### src/rtl/core/stt_pkg.sv
// Package for the source text tokenizer: token kinds, scan modes, error codes,
// result record type and character-class helpers. No dependencies.
`timescale 1ns / 1ps
`default_nettype none
package stt_pkg;

  localparam int unsigned PositionBitsDef = 20;
  localparam int unsigned KindBits = 6;
  localparam int unsigned ErrBits = 2;
  localparam int unsigned MaxTokens = 3;

  // Token kinds.
  localparam logic [5:0] KLparen = 6'd0;
  localparam logic [5:0] KRparen = 6'd1;
  localparam logic [5:0] KLbrace = 6'd2;
  localparam logic [5:0] KRbrace = 6'd3;
  localparam logic [5:0] KSemi = 6'd4;
  localparam logic [5:0] KComma = 6'd5;
  localparam logic [5:0] KDot = 6'd6;
  localparam logic [5:0] KMinus = 6'd7;
  localparam logic [5:0] KPlus = 6'd8;
  localparam logic [5:0] KSlash = 6'd9;
  localparam logic [5:0] KStar = 6'd10;
  localparam logic [5:0] KBang = 6'd11;
  localparam logic [5:0] KAssign = 6'd13;
  localparam logic [5:0] KLess = 6'd15;
  localparam logic [5:0] KGreater = 6'd17;
  localparam logic [5:0] KString = 6'd19;
  localparam logic [5:0] KNumber = 6'd20;
  localparam logic [5:0] KIdent = 6'd21;
  localparam logic [5:0] KTrue = 6'd22;
  localparam logic [5:0] KFalse = 6'd23;
  localparam logic [5:0] KDeclBrace = 6'd24;
  localparam logic [5:0] KDeclBracket = 6'd25;
  localparam logic [5:0] KDeclLess = 6'd26;
  localparam logic [5:0] KDeclPipe = 6'd27;
  localparam logic [5:0] KDeclPercent = 6'd28;
  localparam logic [5:0] KDeclEqual = 6'd29;
  localparam logic [5:0] KEol = 6'd30;
  localparam logic [5:0] KError = 6'd31;
  localparam logic [5:0] KEof = 6'd32;

  // Error codes.
  localparam logic [1:0] ErrNone = 2'd0;
  localparam logic [1:0] ErrUnexpected = 2'd1;
  localparam logic [1:0] ErrUntermString = 2'd2;

  // Keyword matcher progress for "@true" and "@false".
  localparam logic [3:0] KwNone = 4'd0;
  localparam logic [3:0] KwAt = 4'd1;
  localparam logic [3:0] KwT = 4'd2;
  localparam logic [3:0] KwTr = 4'd3;
  localparam logic [3:0] KwTru = 4'd4;
  localparam logic [3:0] KwTrue = 4'd5;
  localparam logic [3:0] KwF = 4'd6;
  localparam logic [3:0] KwFa = 4'd7;
  localparam logic [3:0] KwFal = 4'd8;
  localparam logic [3:0] KwFals = 4'd9;
  localparam logic [3:0] KwFalse = 4'd10;

  // Scan modes, one-hot.
  typedef enum logic [11:0] {
    ModeIdle     = 12'b0000_0000_0001,
    ModeOp2      = 12'b0000_0000_0010,
    ModeSlash    = 12'b0000_0000_0100,
    ModeComment  = 12'b0000_0000_1000,
    ModeNumInt   = 12'b0000_0001_0000,
    ModeNumDot   = 12'b0000_0010_0000,
    ModeNumFrac  = 12'b0000_0100_0000,
    ModeIdent    = 12'b0000_1000_0000,
    ModeString   = 12'b0001_0000_0000,
    ModeDeclPre  = 12'b0010_0000_0000,
    ModeDeclName = 12'b0100_0000_0000,
    ModeDeclPost = 12'b1000_0000_0000
  } scan_mode_e;

  // One token as produced by the scan step, positions at full 32-bit width
  // and narrowed by the user.
  typedef struct packed {
    logic [5:0]  kind;
    logic [31:0] start;
    logic [31:0] len;
    logic [31:0] noff;
    logic [31:0] nlen;
    logic [1:0]  err;
  } token_t;

  function automatic logic is_digit(logic [7:0] b);
    return (b >= "0") && (b <= "9");
  endfunction

  function automatic logic is_alpha(logic [7:0] b);
    return ((b >= "a") && (b <= "z")) || ((b >= "A") && (b <= "Z")) || (b == "_");
  endfunction

  function automatic logic is_blank(logic [7:0] b);
    return (b == 8'h20) || (b == 8'h0d) || (b == 8'h09);
  endfunction

  function automatic logic [3:0] next_match(logic [3:0] m, logic [7:0] b);
    logic [3:0] r;
    r = KwNone;
    case (m)
      KwAt:   r = (b == "t") ? KwT : ((b == "f") ? KwF : KwNone);
      KwT:    r = (b == "r") ? KwTr : KwNone;
      KwTr:   r = (b == "u") ? KwTru : KwNone;
      KwTru:  r = (b == "e") ? KwTrue : KwNone;
      KwF:    r = (b == "a") ? KwFa : KwNone;
      KwFa:   r = (b == "l") ? KwFal : KwNone;
      KwFal:  r = (b == "s") ? KwFals : KwNone;
      KwFals: r = (b == "e") ? KwFalse : KwNone;
      default: r = KwNone;
    endcase
    return r;
  endfunction

endpackage
`default_nettype wire

### src/rtl/core/stt_scan.sv
// Scan step of the source text tokenizer: from the scanner state and one
// registered item, computes the next state and up to three tokens.
// Depends on stt_pkg.
`timescale 1ns / 1ps
`default_nettype none
module stt_scan #(
  parameter int unsigned PositionBits = stt_pkg::PositionBitsDef
) (
  input  wire logic [7:0]              byte_i,
  input  wire logic                    eot_i,
  input  wire stt_pkg::scan_mode_e     mode_i,
  input  wire logic [PositionBits-1:0] pos_i,
  input  wire logic [PositionBits-1:0] tstart_i,
  input  wire logic [PositionBits-1:0] line_i,
  input  wire logic [5:0]              pend_i,
  input  wire logic [PositionBits-1:0] nstart_i,
  input  wire logic [PositionBits-1:0] nlen_i,
  input  wire logic [3:0]              kw_i,
  output stt_pkg::scan_mode_e          mode_o,
  output logic [PositionBits-1:0]      pos_o,
  output logic [PositionBits-1:0]      tstart_o,
  output logic [PositionBits-1:0]      line_o,
  output logic [5:0]                   pend_o,
  output logic [PositionBits-1:0]      nstart_o,
  output logic [PositionBits-1:0]      nlen_o,
  output logic [3:0]                   kw_o,
  output stt_pkg::token_t [2:0]        tok_o,
  output logic [2:0]                   tok_line_sel_o,
  output logic [1:0]                   count_o
);

  localparam logic [PositionBits-1:0] PosLimit = '1;

  function automatic logic [PositionBits-1:0] sat_inc(logic [PositionBits-1:0] v);
    return (v == PosLimit) ? v : v + 1'b1;
  endfunction

  function automatic logic [31:0] wid(logic [PositionBits-1:0] v);
    return 32'(v);
  endfunction

  logic [PositionBits-1:0] p, pinc, dotp;

  // Token slots are filled in order; tok_line_sel is held at zero, so no slot
  // is marked as seeing the incremented line.
  always_comb begin
    logic [1:0] n;
    logic       restart;
    logic [5:0] skind;
    logic       eolcase;
    n = 2'd0;
    restart = 1'b0;
    eolcase = 1'b0;
    skind = stt_pkg::KError;
    p = pos_i;
    pinc = sat_inc(pos_i);
    dotp = (pos_i > tstart_i) ? pos_i - 1'b1 : tstart_i;
    mode_o = mode_i;
    pos_o = pinc;
    tstart_o = tstart_i;
    line_o = line_i;
    pend_o = pend_i;
    nstart_o = nstart_i;
    nlen_o = nlen_i;
    kw_o = kw_i;
    tok_o = '0;
    tok_line_sel_o = '0;

    if (eot_i) begin
      // End of text: flush what is pending, then eof, then reset the state.
      unique case (mode_i)
        stt_pkg::ModeOp2: begin
          tok_o[n] = '{pend_i, wid(tstart_i), wid(p - tstart_i), 0, 0, stt_pkg::ErrNone};
          n = n + 1'b1;
        end
        stt_pkg::ModeSlash: begin
          tok_o[n] = '{stt_pkg::KSlash, wid(tstart_i), wid(p - tstart_i), 0, 0,
                       stt_pkg::ErrNone};
          n = n + 1'b1;
        end
        stt_pkg::ModeNumInt, stt_pkg::ModeNumFrac: begin
          tok_o[n] = '{stt_pkg::KNumber, wid(tstart_i), wid(p - tstart_i), 0, 0,
                       stt_pkg::ErrNone};
          n = n + 1'b1;
        end
        stt_pkg::ModeNumDot: begin
          tok_o[0] = '{stt_pkg::KNumber, wid(tstart_i), wid(dotp - tstart_i), 0, 0,
                       stt_pkg::ErrNone};
          tok_o[1] = '{stt_pkg::KDot, wid(dotp), 32'd1, 0, 0, stt_pkg::ErrNone};
          n = 2'd2;
        end
        stt_pkg::ModeIdent: begin
          tok_o[n] = '{(kw_i == stt_pkg::KwTrue) ? stt_pkg::KTrue :
                       (kw_i == stt_pkg::KwFalse) ? stt_pkg::KFalse : stt_pkg::KIdent,
                       wid(tstart_i), wid(p - tstart_i), 0, 0, stt_pkg::ErrNone};
          n = n + 1'b1;
        end
        stt_pkg::ModeString: begin
          tok_o[n] = '{stt_pkg::KError, wid(tstart_i), wid(p - tstart_i), 0, 0,
                       stt_pkg::ErrUntermString};
          n = n + 1'b1;
        end
        stt_pkg::ModeDeclPre, stt_pkg::ModeDeclName, stt_pkg::ModeDeclPost: begin
          tok_o[n] = '{stt_pkg::KError, wid(tstart_i), wid(p - tstart_i), 0, 0,
                       stt_pkg::ErrUnexpected};
          n = n + 1'b1;
        end
        default: ;
      endcase
      tok_o[n] = '{stt_pkg::KEof, wid(p), 32'd0, 0, 0, stt_pkg::ErrNone};
      n = n + 1'b1;
      mode_o = stt_pkg::ModeIdle;
      pos_o = '0;
      tstart_o = '0;
      line_o = PositionBits'(1);
      pend_o = '0;
      nstart_o = '0;
      nlen_o = '0;
      kw_o = stt_pkg::KwNone;
    end else begin
      // Continue the token in progress; a byte that ends it is rescanned.
      unique case (mode_i)
        stt_pkg::ModeOp2: begin
          if (byte_i == "=") begin
            tok_o[n] = '{pend_i + 6'd1, wid(tstart_i), wid(pinc - tstart_i), 0, 0,
                         stt_pkg::ErrNone};
            n = n + 1'b1;
            mode_o = stt_pkg::ModeIdle;
          end else begin
            tok_o[n] = '{pend_i, wid(tstart_i), wid(p - tstart_i), 0, 0, stt_pkg::ErrNone};
            n = n + 1'b1;
            restart = 1'b1;
          end
        end
        stt_pkg::ModeSlash: begin
          if (byte_i == "/") begin
            mode_o = stt_pkg::ModeComment;
          end else begin
            tok_o[n] = '{stt_pkg::KSlash, wid(tstart_i), wid(p - tstart_i), 0, 0,
                         stt_pkg::ErrNone};
            n = n + 1'b1;
            restart = 1'b1;
          end
        end
        stt_pkg::ModeComment: restart = (byte_i == 8'h0a);
        stt_pkg::ModeNumInt: begin
          if (byte_i == ".") begin
            mode_o = stt_pkg::ModeNumDot;
          end else if (!stt_pkg::is_digit(byte_i)) begin
            tok_o[n] = '{stt_pkg::KNumber, wid(tstart_i), wid(p - tstart_i), 0, 0,
                         stt_pkg::ErrNone};
            n = n + 1'b1;
            restart = 1'b1;
          end
        end
        stt_pkg::ModeNumDot: begin
          if (stt_pkg::is_digit(byte_i)) begin
            mode_o = stt_pkg::ModeNumFrac;
          end else begin
            tok_o[0] = '{stt_pkg::KNumber, wid(tstart_i), wid(dotp - tstart_i), 0, 0,
                         stt_pkg::ErrNone};
            tok_o[1] = '{stt_pkg::KDot, wid(dotp), 32'd1, 0, 0, stt_pkg::ErrNone};
            n = 2'd2;
            restart = 1'b1;
          end
        end
        stt_pkg::ModeNumFrac: begin
          if (!stt_pkg::is_digit(byte_i)) begin
            tok_o[n] = '{stt_pkg::KNumber, wid(tstart_i), wid(p - tstart_i), 0, 0,
                         stt_pkg::ErrNone};
            n = n + 1'b1;
            restart = 1'b1;
          end
        end
        stt_pkg::ModeIdent: begin
          if (stt_pkg::is_alpha(byte_i) || stt_pkg::is_digit(byte_i)) begin
            kw_o = stt_pkg::next_match(kw_i, byte_i);
          end else begin
            tok_o[n] = '{(kw_i == stt_pkg::KwTrue) ? stt_pkg::KTrue :
                         (kw_i == stt_pkg::KwFalse) ? stt_pkg::KFalse : stt_pkg::KIdent,
                         wid(tstart_i), wid(p - tstart_i), 0, 0, stt_pkg::ErrNone};
            n = n + 1'b1;
            restart = 1'b1;
          end
        end
        stt_pkg::ModeString: begin
          if (byte_i == 8'h22) begin
            tok_o[n] = '{stt_pkg::KString, wid(tstart_i), wid(pinc - tstart_i), 0, 0,
                         stt_pkg::ErrNone};
            n = n + 1'b1;
            mode_o = stt_pkg::ModeIdle;
          end else if (byte_i == 8'h0a) begin
            line_o = sat_inc(line_i);
          end
        end
        stt_pkg::ModeDeclPre, stt_pkg::ModeDeclName, stt_pkg::ModeDeclPost: begin
          if (stt_pkg::is_blank(byte_i)) begin
            if (mode_i == stt_pkg::ModeDeclName) mode_o = stt_pkg::ModeDeclPost;
          end else if ((stt_pkg::is_alpha(byte_i) || stt_pkg::is_digit(byte_i)) &&
                       (mode_i != stt_pkg::ModeDeclPost)) begin
            if (mode_i == stt_pkg::ModeDeclPre) begin
              nstart_o = p;
              nlen_o = PositionBits'(1);
              mode_o = stt_pkg::ModeDeclName;
            end else begin
              nlen_o = sat_inc(nlen_i);
            end
          end else begin
            // Selector byte closes the declaration.
            if (mode_i == stt_pkg::ModeDeclPre) begin
              nstart_o = p;
              nlen_o = '0;
            end
            case (byte_i)
              "{": skind = stt_pkg::KDeclBrace;
              "[": skind = stt_pkg::KDeclBracket;
              "<": skind = stt_pkg::KDeclLess;
              "|": skind = stt_pkg::KDeclPipe;
              "%": skind = stt_pkg::KDeclPercent;
              "=": skind = stt_pkg::KDeclEqual;
              default: skind = stt_pkg::KError;
            endcase
            mode_o = stt_pkg::ModeIdle;
            if (skind == stt_pkg::KError) begin
              tok_o[n] = '{stt_pkg::KError, wid(tstart_i), wid(pinc - tstart_i), 0, 0,
                           stt_pkg::ErrUnexpected};
            end else begin
              tok_o[n] = '{skind, wid(tstart_i), wid(pinc - tstart_i), wid(nstart_o),
                           wid(nlen_o), stt_pkg::ErrNone};
            end
            n = n + 1'b1;
          end
        end
        default: restart = 1'b1;
      endcase

      // Start of a new token at this byte.
      if (restart) begin
        mode_o = stt_pkg::ModeIdle;
        if (!stt_pkg::is_blank(byte_i)) begin
          tstart_o = p;
          if (stt_pkg::is_digit(byte_i)) begin
            mode_o = stt_pkg::ModeNumInt;
          end else if (stt_pkg::is_alpha(byte_i) || byte_i == "@") begin
            mode_o = stt_pkg::ModeIdent;
            kw_o = (byte_i == "@") ? stt_pkg::KwAt : stt_pkg::KwNone;
          end else begin
            skind = stt_pkg::KError;
            case (byte_i)
              "(": skind = stt_pkg::KLparen;
              ")": skind = stt_pkg::KRparen;
              "{": skind = stt_pkg::KLbrace;
              "}": skind = stt_pkg::KRbrace;
              ";": skind = stt_pkg::KSemi;
              ",": skind = stt_pkg::KComma;
              ".": skind = stt_pkg::KDot;
              "-": skind = stt_pkg::KMinus;
              "+": skind = stt_pkg::KPlus;
              "*": skind = stt_pkg::KStar;
              "/": mode_o = stt_pkg::ModeSlash;
              "!": begin pend_o = stt_pkg::KBang; mode_o = stt_pkg::ModeOp2; end
              "=": begin pend_o = stt_pkg::KAssign; mode_o = stt_pkg::ModeOp2; end
              "<": begin pend_o = stt_pkg::KLess; mode_o = stt_pkg::ModeOp2; end
              ">": begin pend_o = stt_pkg::KGreater; mode_o = stt_pkg::ModeOp2; end
              8'h22: mode_o = stt_pkg::ModeString;
              "#": begin
                nstart_o = '0;
                nlen_o = '0;
                mode_o = stt_pkg::ModeDeclPre;
              end
              8'h0a: begin
                skind = stt_pkg::KEol;
                eolcase = 1'b1;
              end
              default: skind = stt_pkg::KError;
            endcase
            if ((mode_o == stt_pkg::ModeIdle)) begin
              tok_o[n] = '{skind, wid(p), 32'd1, 0, 0,
                           (skind == stt_pkg::KError) ? stt_pkg::ErrUnexpected
                                                      : stt_pkg::ErrNone};
              n = n + 1'b1;
              if (eolcase) line_o = sat_inc(line_i);
            end
          end
        end
      end
    end
    count_o = n;
  end

endmodule
`default_nettype wire

### src/rtl/core/source_text_tokenizer_core.sv
// Top level of the source text tokenizer: input register, scan step, token
// queue and output register. Depends on stt_pkg and stt_scan.
`timescale 1ns / 1ps
`default_nettype none
// The tokenizer takes one source byte per item and sustains one item per cycle
// while each item yields at most one token and the output is not stalled. An
// accepted item is held in an input register and scanned from there; its tokens
// (up to three) enter a small queue and leave one per cycle, while the output is
// not stalled, through the output register, so an item that yields two or three
// tokens can hold the input back. Every token of an item carries the line counter
// as it stood before that item was scanned.
module source_text_tokenizer_core #(
  parameter int unsigned PositionBits = stt_pkg::PositionBitsDef
) (
  input  wire logic        clk_i,
  input  wire logic        rst_ni,
  input  wire logic        s_axis_tvalid,
  output logic             s_axis_tready,
  input  wire logic [7:0]  s_axis_tdata,   // [7:0] text_byte
  input  wire logic        s_axis_tuser,   // [0] end_of_text
  output logic             m_axis_tvalid,
  input  wire logic        m_axis_tready,
  // [5:0] token_kind, [25:6] start_offset, [45:26] token_length,
  // [65:46] name_offset, [85:66] name_length, [105:86] line_number,
  // [107:106] error_code, [111:108] zero
  output logic [111:0]     m_axis_tdata,
  output logic             m_axis_tlast    // last_of_run
);

  localparam int unsigned QDepth = 4;

  typedef struct packed {
    logic [5:0]  kind;
    logic [19:0] start;
    logic [19:0] len;
    logic [19:0] noff;
    logic [19:0] nlen;
    logic [19:0] line;
    logic [1:0]  err;
    logic        last;
  } out_t;

  // Input register.
  logic       in_v_q;
  logic [7:0] in_b_q;
  logic       in_e_q;

  // Scanner state.
  stt_pkg::scan_mode_e mode_q, mode_d;
  logic [PositionBits-1:0] pos_q, pos_d, ts_q, ts_d, line_q, line_d;
  logic [PositionBits-1:0] ns_q, ns_d, nl_q, nl_d;
  logic [5:0] pend_q, pend_d;
  logic [3:0] kw_q, kw_d;
  stt_pkg::token_t [2:0] tok;
  logic [2:0] lsel;
  logic [1:0] cnt;

  stt_scan #(.PositionBits(PositionBits)) u_scan (
    .byte_i(in_b_q), .eot_i(in_e_q), .mode_i(mode_q), .pos_i(pos_q), .tstart_i(ts_q),
    .line_i(line_q), .pend_i(pend_q), .nstart_i(ns_q), .nlen_i(nl_q), .kw_i(kw_q),
    .mode_o(mode_d), .pos_o(pos_d), .tstart_o(ts_d), .line_o(line_d), .pend_o(pend_d),
    .nstart_o(ns_d), .nlen_o(nl_d), .kw_o(kw_d), .tok_o(tok), .tok_line_sel_o(lsel),
    .count_o(cnt)
  );

  // Token queue of out_t entries.
  out_t       q_mem [QDepth];
  logic [1:0] wr_q, rd_q;
  logic [2:0] fill_q;
  logic       fire, pop, push_ok;

  // Space must exist for three tokens before the scanned item is retired.
  assign fire = in_v_q && (fill_q <= 3'(QDepth - 3) || (fill_q == 3'(QDepth - 2) && pop));
  assign push_ok = fire;
  assign s_axis_tready = !in_v_q || fire;

  assign pop = (fill_q != 3'd0) && (!m_axis_tvalid || m_axis_tready);

  always_ff @(posedge clk_i or negedge rst_ni) begin
    if (!rst_ni) begin
      in_v_q <= 1'b0;
      mode_q <= stt_pkg::ModeIdle;
      pos_q  <= '0;
      ts_q   <= '0;
      line_q <= PositionBits'(1);
      pend_q <= '0;
      ns_q   <= '0;
      nl_q   <= '0;
      kw_q   <= stt_pkg::KwNone;
    end else begin
      if (s_axis_tready) in_v_q <= s_axis_tvalid;
      if (fire) begin
        mode_q <= mode_d;
        pos_q  <= pos_d;
        ts_q   <= ts_d;
        line_q <= line_d;
        pend_q <= pend_d;
        ns_q   <= ns_d;
        nl_q   <= nl_d;
        kw_q   <= kw_d;
      end
    end
  end

  always_ff @(posedge clk_i) begin
    if (s_axis_tready && s_axis_tvalid) begin
      in_b_q <= s_axis_tdata;
      in_e_q <= s_axis_tuser;
    end
  end

  // Queue write: tokens of the item in order, every slot with the same line.
  always_ff @(posedge clk_i) begin
    if (push_ok) begin
      for (int i = 0; i < 3; i++) begin
        if (2'(i) < cnt) begin
          q_mem[2'(wr_q + 2'(i))] <= '{
            tok[i].kind, tok[i].start[19:0], tok[i].len[19:0], tok[i].noff[19:0],
            tok[i].nlen[19:0], 20'(line_q), tok[i].err, (2'(i + 1) == cnt)};
        end
      end
    end
  end

  always_ff @(posedge clk_i or negedge rst_ni) begin
    if (!rst_ni) begin
      wr_q <= '0;
      rd_q <= '0;
      fill_q <= '0;
    end else begin
      if (push_ok) wr_q <= wr_q + cnt;
      if (pop) rd_q <= rd_q + 2'd1;
      fill_q <= fill_q + (push_ok ? {1'b0, cnt} : 3'd0) - {2'b0, pop};
    end
  end

  // Output register.
  out_t o_q;
  logic o_v_q;
  always_ff @(posedge clk_i or negedge rst_ni) begin
    if (!rst_ni) o_v_q <= 1'b0;
    else if (!o_v_q || m_axis_tready) o_v_q <= pop;
  end
  always_ff @(posedge clk_i) begin
    if (pop) o_q <= q_mem[rd_q];
  end

  assign m_axis_tvalid = o_v_q;
  assign m_axis_tdata = {4'd0, o_q.err, o_q.line, o_q.nlen, o_q.noff, o_q.len,
                         o_q.start, o_q.kind};
  assign m_axis_tlast = o_q.last;

  logic unused_lsel;
  assign unused_lsel = ^lsel;

endmodule
`default_nettype wire

### config.mk
export PLATFORM = sky130hd
export DESIGN_NAME = source_text_tokenizer_core
export DESIGN_NICKNAME = d
export VERILOG_FILES = /design/src/rtl/core/stt_pkg.sv /design/src/rtl/core/stt_scan.sv /design/src/rtl/core/source_text_tokenizer_core.sv
export SDC_FILE = /design/constraint.sdc
export NUM_CORES = 1
export LEC_CHECK = 0
export BUFFER_PORTS_ARGS = -buffer_cell sky130_fd_sc_hd__buf_2
export CORE_ASPECT_RATIO = 1.1
export CORE_MARGIN = 2
export CORE_UTILIZATION = 40
export DETAILED_ROUTE_END_ITERATION = 10
export PLACE_DENSITY = 0.61
export SYNTH_ARGS = -nofsm -noshare
export SYNTH_HDL_FRONTEND = slang
export SYNTH_SLANG_ARGS = --single-unit
### constraint.sdc
create_clock -name clk_i -period 16.9 [get_ports clk_i]
set_input_delay 1.69 -clock clk_i [delete_from_list [all_inputs] [get_ports clk_i]]
set_output_delay 1.69 -clock clk_i [all_outputs]
set_load 0.01 [all_outputs]
# Yosys cells after proc, flatten, opt, wreduce, memory -nomap -nowiden
# Memories as Yosys holds them, arrays and structs flattened. A register that Yosys moved wholly into a read port is not among the register bits.
# Index checks and enable logic that the tools add are counted.
dict set report classes {
  n_div 0
  addsub 16
  reduce_logical 34
  n_eq_ne 76
  shifts 0
  n_mul 0
  bitwise_logic 0
  n_mux 168
  order_cmp 15
}
# cell count
set op_table {}
lappend op_table {{$mux W408} 6}
lappend op_table {{$mux W136} 12}
lappend op_table {{$pmux W136 S8} 1}
lappend op_table {{$pmux W136 S7} 1}
lappend op_table {{$bwmux W408} 2}
lappend op_table {{$mux W20} 38}
lappend op_table {{$demux W136 S2} 2}
lappend op_table {{$mux W135} 2}
lappend op_table {{$mux W269} 1}
lappend op_table {{$mux W133} 2}
lappend op_table {{$mux W12} 19}
lappend op_table {{$eq A8 B6 Y1 const B} 17}
lappend op_table {{$mux W134} 1}
lappend op_table {{$eq A8 B7 Y1 const B} 14}
lappend op_table {{$mux W6} 15}
lappend op_table {{$pmux W12 S6} 1}
lappend op_table {{$add A20 B1 Y20 const B} 3}
lappend op_table {{$eq A20 B20 Y1 const B} 3}
lappend op_table {{$sub A20 B20 Y20} 3}
lappend op_table {{$pmux W5 S11} 1}
lappend op_table {{$mux W4} 11}
lappend op_table {{$pmux W10 S4} 1}
lappend op_table {{$pmux W4 S8} 1}
lappend op_table {{$mux W1} 28}
lappend op_table {{other kinds (64)} 124}
dict set report totals {
  register_bits 140
  input_bits 13
  mem_count 1
  mem_bits_ro 0
  wordCells 325
  ramBits 436
  latchBits 0
}
# name words word_bits rd rd_ports_with_merged_regs wr line_no
set memory_table {}
lappend memory_table {q_mem 4 109 1 1 3 source_text_tokenizer_core.sv:67} ;# out_t q_mem [QDepth];

# Logic depth before layout (Yosys ltp)
dict set report logic_depth {
  word_depth 23
  mapped_depth 24
  mapped_depth_nobuf 23
}

# Modules after synthesis
# A second synthesis with hierarchy kept.
dict set report unflattened {
  hier_cells 4719
  area_unflattened_um2 43984.7
}
# module instances area_each_um2 cells_each
set by_module_without_submodules {}
lappend by_module_without_submodules {source_text_tokenizer_core 1 31776.7 2721}
lappend by_module_without_submodules {stt_scan 1 12208.0 1998}

# Worst setup path after synthesis
# No wires, ideal clock.
dict set report synth_path {
  kind {register to register}
  startpoint {register in_b_q[6]}
  endpoint {memory q_mem[0][0] (netlist name), enable pin}
  required_ns 16.173
  path_buffers 2
  path_stages_with_launch 14
  arrival_time_ns 11.143
  path_slack_ns 5.029
  path_cell_list {edfxtp_1 > nor4b_1 > clkbuf_1 > a311oi_1 > a32o_1 > o21ai_0 > nor4b_1 > ha_1 > mux2_2 > o31a_1 > buf_6 > nor2_8 > a21oi_1 > o21ai_0}
}
# item line_no
set synth_rtl {}
lappend synth_rtl {{from (decl)} source_text_tokenizer_core.sv:45} ;# logic [7:0] in_b_q;
lappend synth_rtl {{from (signal assigned)} source_text_tokenizer_core.sv:107} ;# in_b_q <= s_axis_tdata;
lappend synth_rtl {{to (decl)} source_text_tokenizer_core.sv:67}

==> results.py <==
metrics = {
    "status": {
        "status": "complete, no violations",
    },
    "place": {
        "port_buffers": 123,
        "gp_congestion": 0.952,
        "pre_cts_ws_ns": 10.29,
        "post_dp_cell_area_sq_um": 37600,
        "dp_hpwl_um": 69800,
    },
    "layout": {
        "antenna_cells": 0,
        "area_delta_synth_final_pct": 11.6,
        "final_util_pct": 44.8,
        "layout.nets": 3204,
        "layout.cells.most_common": "edfxtp_1",
        "final_cell_mix": "edfxtp_1, nand2_1, nor2_1",
        "drive_above_1_share_pct": 14.1,
        "nFillCells": 8115,
        "final_area_sq_um": 39900,
    },
    "synthesis": {
        "synth_top_cell_by_area": "edfxtp_1",
        "synth.avg_cell_area_sq_um": 11.7,
        "synth_ff_type": "edfxtp_1",
        "synthArstFlopShare_pct": 19.0,
        "synthTopCellsByArea": "edfxtp_1, dfrtp_1, mux4_2, nand2_1, a21oi_1",
        "synth_enable_flop_cells": 554,
        "yosys.cell_types.count": 92,
        "ys_seq_area_share_pct": 55.6,
        "syn-cell-area_sq_um": 35800,
        "synth_top_area_share_pct": 46.5,
        "ys_warn_count": 0,
        "yosys_register_bits": 684,
        "synthCells": 3067,
    },
    "pwr": {
        "leakagePower_uw": 0.0144,
        "vdd_drop_max_mv": 0.0958,
        "power_density_nw_per_um2": 160,
    },
    "hold_path": {
        "hold_path.class": "flop to flop",
    },
    "floorplanning": {
        "core_region_area_sq_um": 89100,
        "ios": 128,
        "die_area_sq_um": 91800,
        "die_x_um": 289,
        "die_h_um": 318,
        "start_util_pct": 40.2,
        "std_cell_rows": 115,
    },
    "cts": {
        "cts_tree": "yes",
        "cts_resized": 0,
        "cts_max_level": 3,
        "insertion_delay_ns": 0.64,
        "cts-root-buf": "clkbuf_16",
        "cts_setup_buffers": 0,
        "holdBufCountCts": 0,
        "cts_sinks": 684,
        "path_clk_slew_ns": 0.06,
        "clock_tree.buffer_depth": 3,
        "cts_made_buffers": 71,
    },
    "global_routing": {
        "overflow": 0,
        "grt_pass1_wl_um": 154000,
        "grt_pass1_vias": 24800,
        "antenna_found_initial": 0,
        "grtUsageTotal_pct": 21.8,
        "grt_max_degree": 94,
    },
    "timing": {
        "fin_hold_ws_ns": 0.492,
        "worstMarginPinSlew_ns": 1.25,
        "slew_headroom_pct": 16.0,
        "setup_viol": 0,
        "hold_viol_final": 0,
        "rsz0062_at_grt": "false",
        "report.final.slew_viol_count": 0,
        "fin_skew_ns": 0.0407,
        "fin_tns_setup_ns": 0,
        "finalCriticalPeriod_ns": 6.83,
        "setup_ws_ns": 10.07,
        "fin_crit_sh_pct": 40.4,
        "max_freq_mhz": 146,
    },
    "detailed_routing": {
        "drt_iter0_markers": 2729,
        "drcViolationCount": 0,
        "routed_wirelength_um": 101000,
        "wire_per_inst_um": 23.3,
        "postRouteAntennaNets": 0,
        "vias": 26000,
        "vias_per_cell": 5.99,
        "firstDrtPassIters": 9,
    },
    "critical_path": {
        "required_ns": 17.23,
        "crit_path_start_kind": "flop",
        "worstSetupPathType": "flop to flop",
        "worstSetupEndpointType": "flop",
        "cp_max_fo": 35,
        "arrival_ns": 7.16,
    },
    "run": {
        "cap_violations": 0,
    },
}
==> flip-flops by register name, summed over array words and instances (netlist names), 2 cells and up <==
register      flops
fill_q            3
in_b_q            8
kw_q              4
line_q           20
m_axis_tdata    108
mode_q           12
nl_q             20
ns_q             20
pend_q            5
pos_q            20
q_mem           436
rd_q              2
ts_q             20
wr_q              2
==> critical path, cell delays in order (launching register included) <==
cell and delay [ns]:
edfxtp_1 0.60, nor4_1 0.43, o21ai_0 0.43, and3_1 0.36
and2_1 0.24, nor4b_1 0.64, ha_1 0.34, mux2_2 0.28
o31a_1 0.42, nor3_2 0.85, nand2_1 0.71, nand2_2 0.92
o221ai_1 0.27
==> per-layer routing <==
| metal | routed length [um] | share of wire, % | GRT usage [%] |
|---|---|---|---|
| met1 | 44100 | 44 | 31.3 |
| met2 | 46600 | 46 | 34.2 |
| met3 | 7420 | 7.3 | 3.09 |
| met4 | 3080 | 3.0 | 7.06 |
| met5 | 0 | 0 | 0 |
==> synth_stat cells (32+ instances only) <==
cell      count
and2_1       95
nor2_1      230
a21oi_1     188
xor2_1       41
nor3_1       60
a22o_1       50
nand3_1      67
ha_1         73
o22ai_1      32
o22a_1       55
mux4_2      109
xnor2_1      60
dfrtp_1     128
o21ai_0     178
clkbuf_1    158
inv_1        70
nand4_1      52
o221ai_1     46
nand2_1     301
a22oi_1      47
edfxtp_1    554
==> through the flow <==
stage                     total power, uW  std cells
final                                6400       4342
after floorplan                      4150       3070
after detailed placement             4840       4211
after global placement               4830       4211
after global routing                 6740       4342
after CTS                            6440       4342
==> area by class of cell <==
cell class | instances | area (sq um) | share of cell area [%]
clock buffer | 100 | 2010 | 5.03
clock inverter | 31 | 344 | 0.862
inverter | 73 | 277 | 0.693
multi-input combinational | 2101 | 14900 | 37.2
sequential | 684 | 19900 | 49.8
tap | 1170 | 1460 | 3.67
timing repair buffer | 183 | 1070 | 2.69
==> path summary, 6_finish.rpt <==
path	start	end	slack, ns	cells after the start
min in group asynchronous	rst_ni	mode_q[11]	1.05	1
worst min register to register	fill_q[2]	fill_q[2]	0.49	1
worst max-delay path	in_b_q[1]	q_mem[1][97]	10.07	12
worst max register to register	in_b_q[1]	q_mem[1][97]	10.07	12
worst min-delay path	fill_q[2]	fill_q[2]	0.49	1
max in group asynchronous	rst_ni	ts_q[19]	14.45	2
==> power breakdown <==
part	internal, uW	switching (uW)	total (uW)
clock network	915	668	1580
logic	945	1490	2440
registers	2220	163	2380
total	4080	2330	6400
==> kinds of logic (layout without fill, tap and decap cells) <==
| family | after synthesis | count (layout) | share of synthesized area (%) |
|---|---|---|---|
| simple gates | 973 | 973 | 13.2 |
| compound gates | 819 | 819 | 15.4 |
| flops | 684 | 684 | 55.6 |
| buf+inv | 285 | 387 | 3.16 |
| mux | 127 | 127 | 7.37 |
| xor+xnor | 101 | 101 | 2.47 |
| fa+ha+maj | 77 | 77 | 2.78 |
| other cells | 1 | 4 | 0.0105 |
No activity file was read; power rests on OpenSTA's default activity.
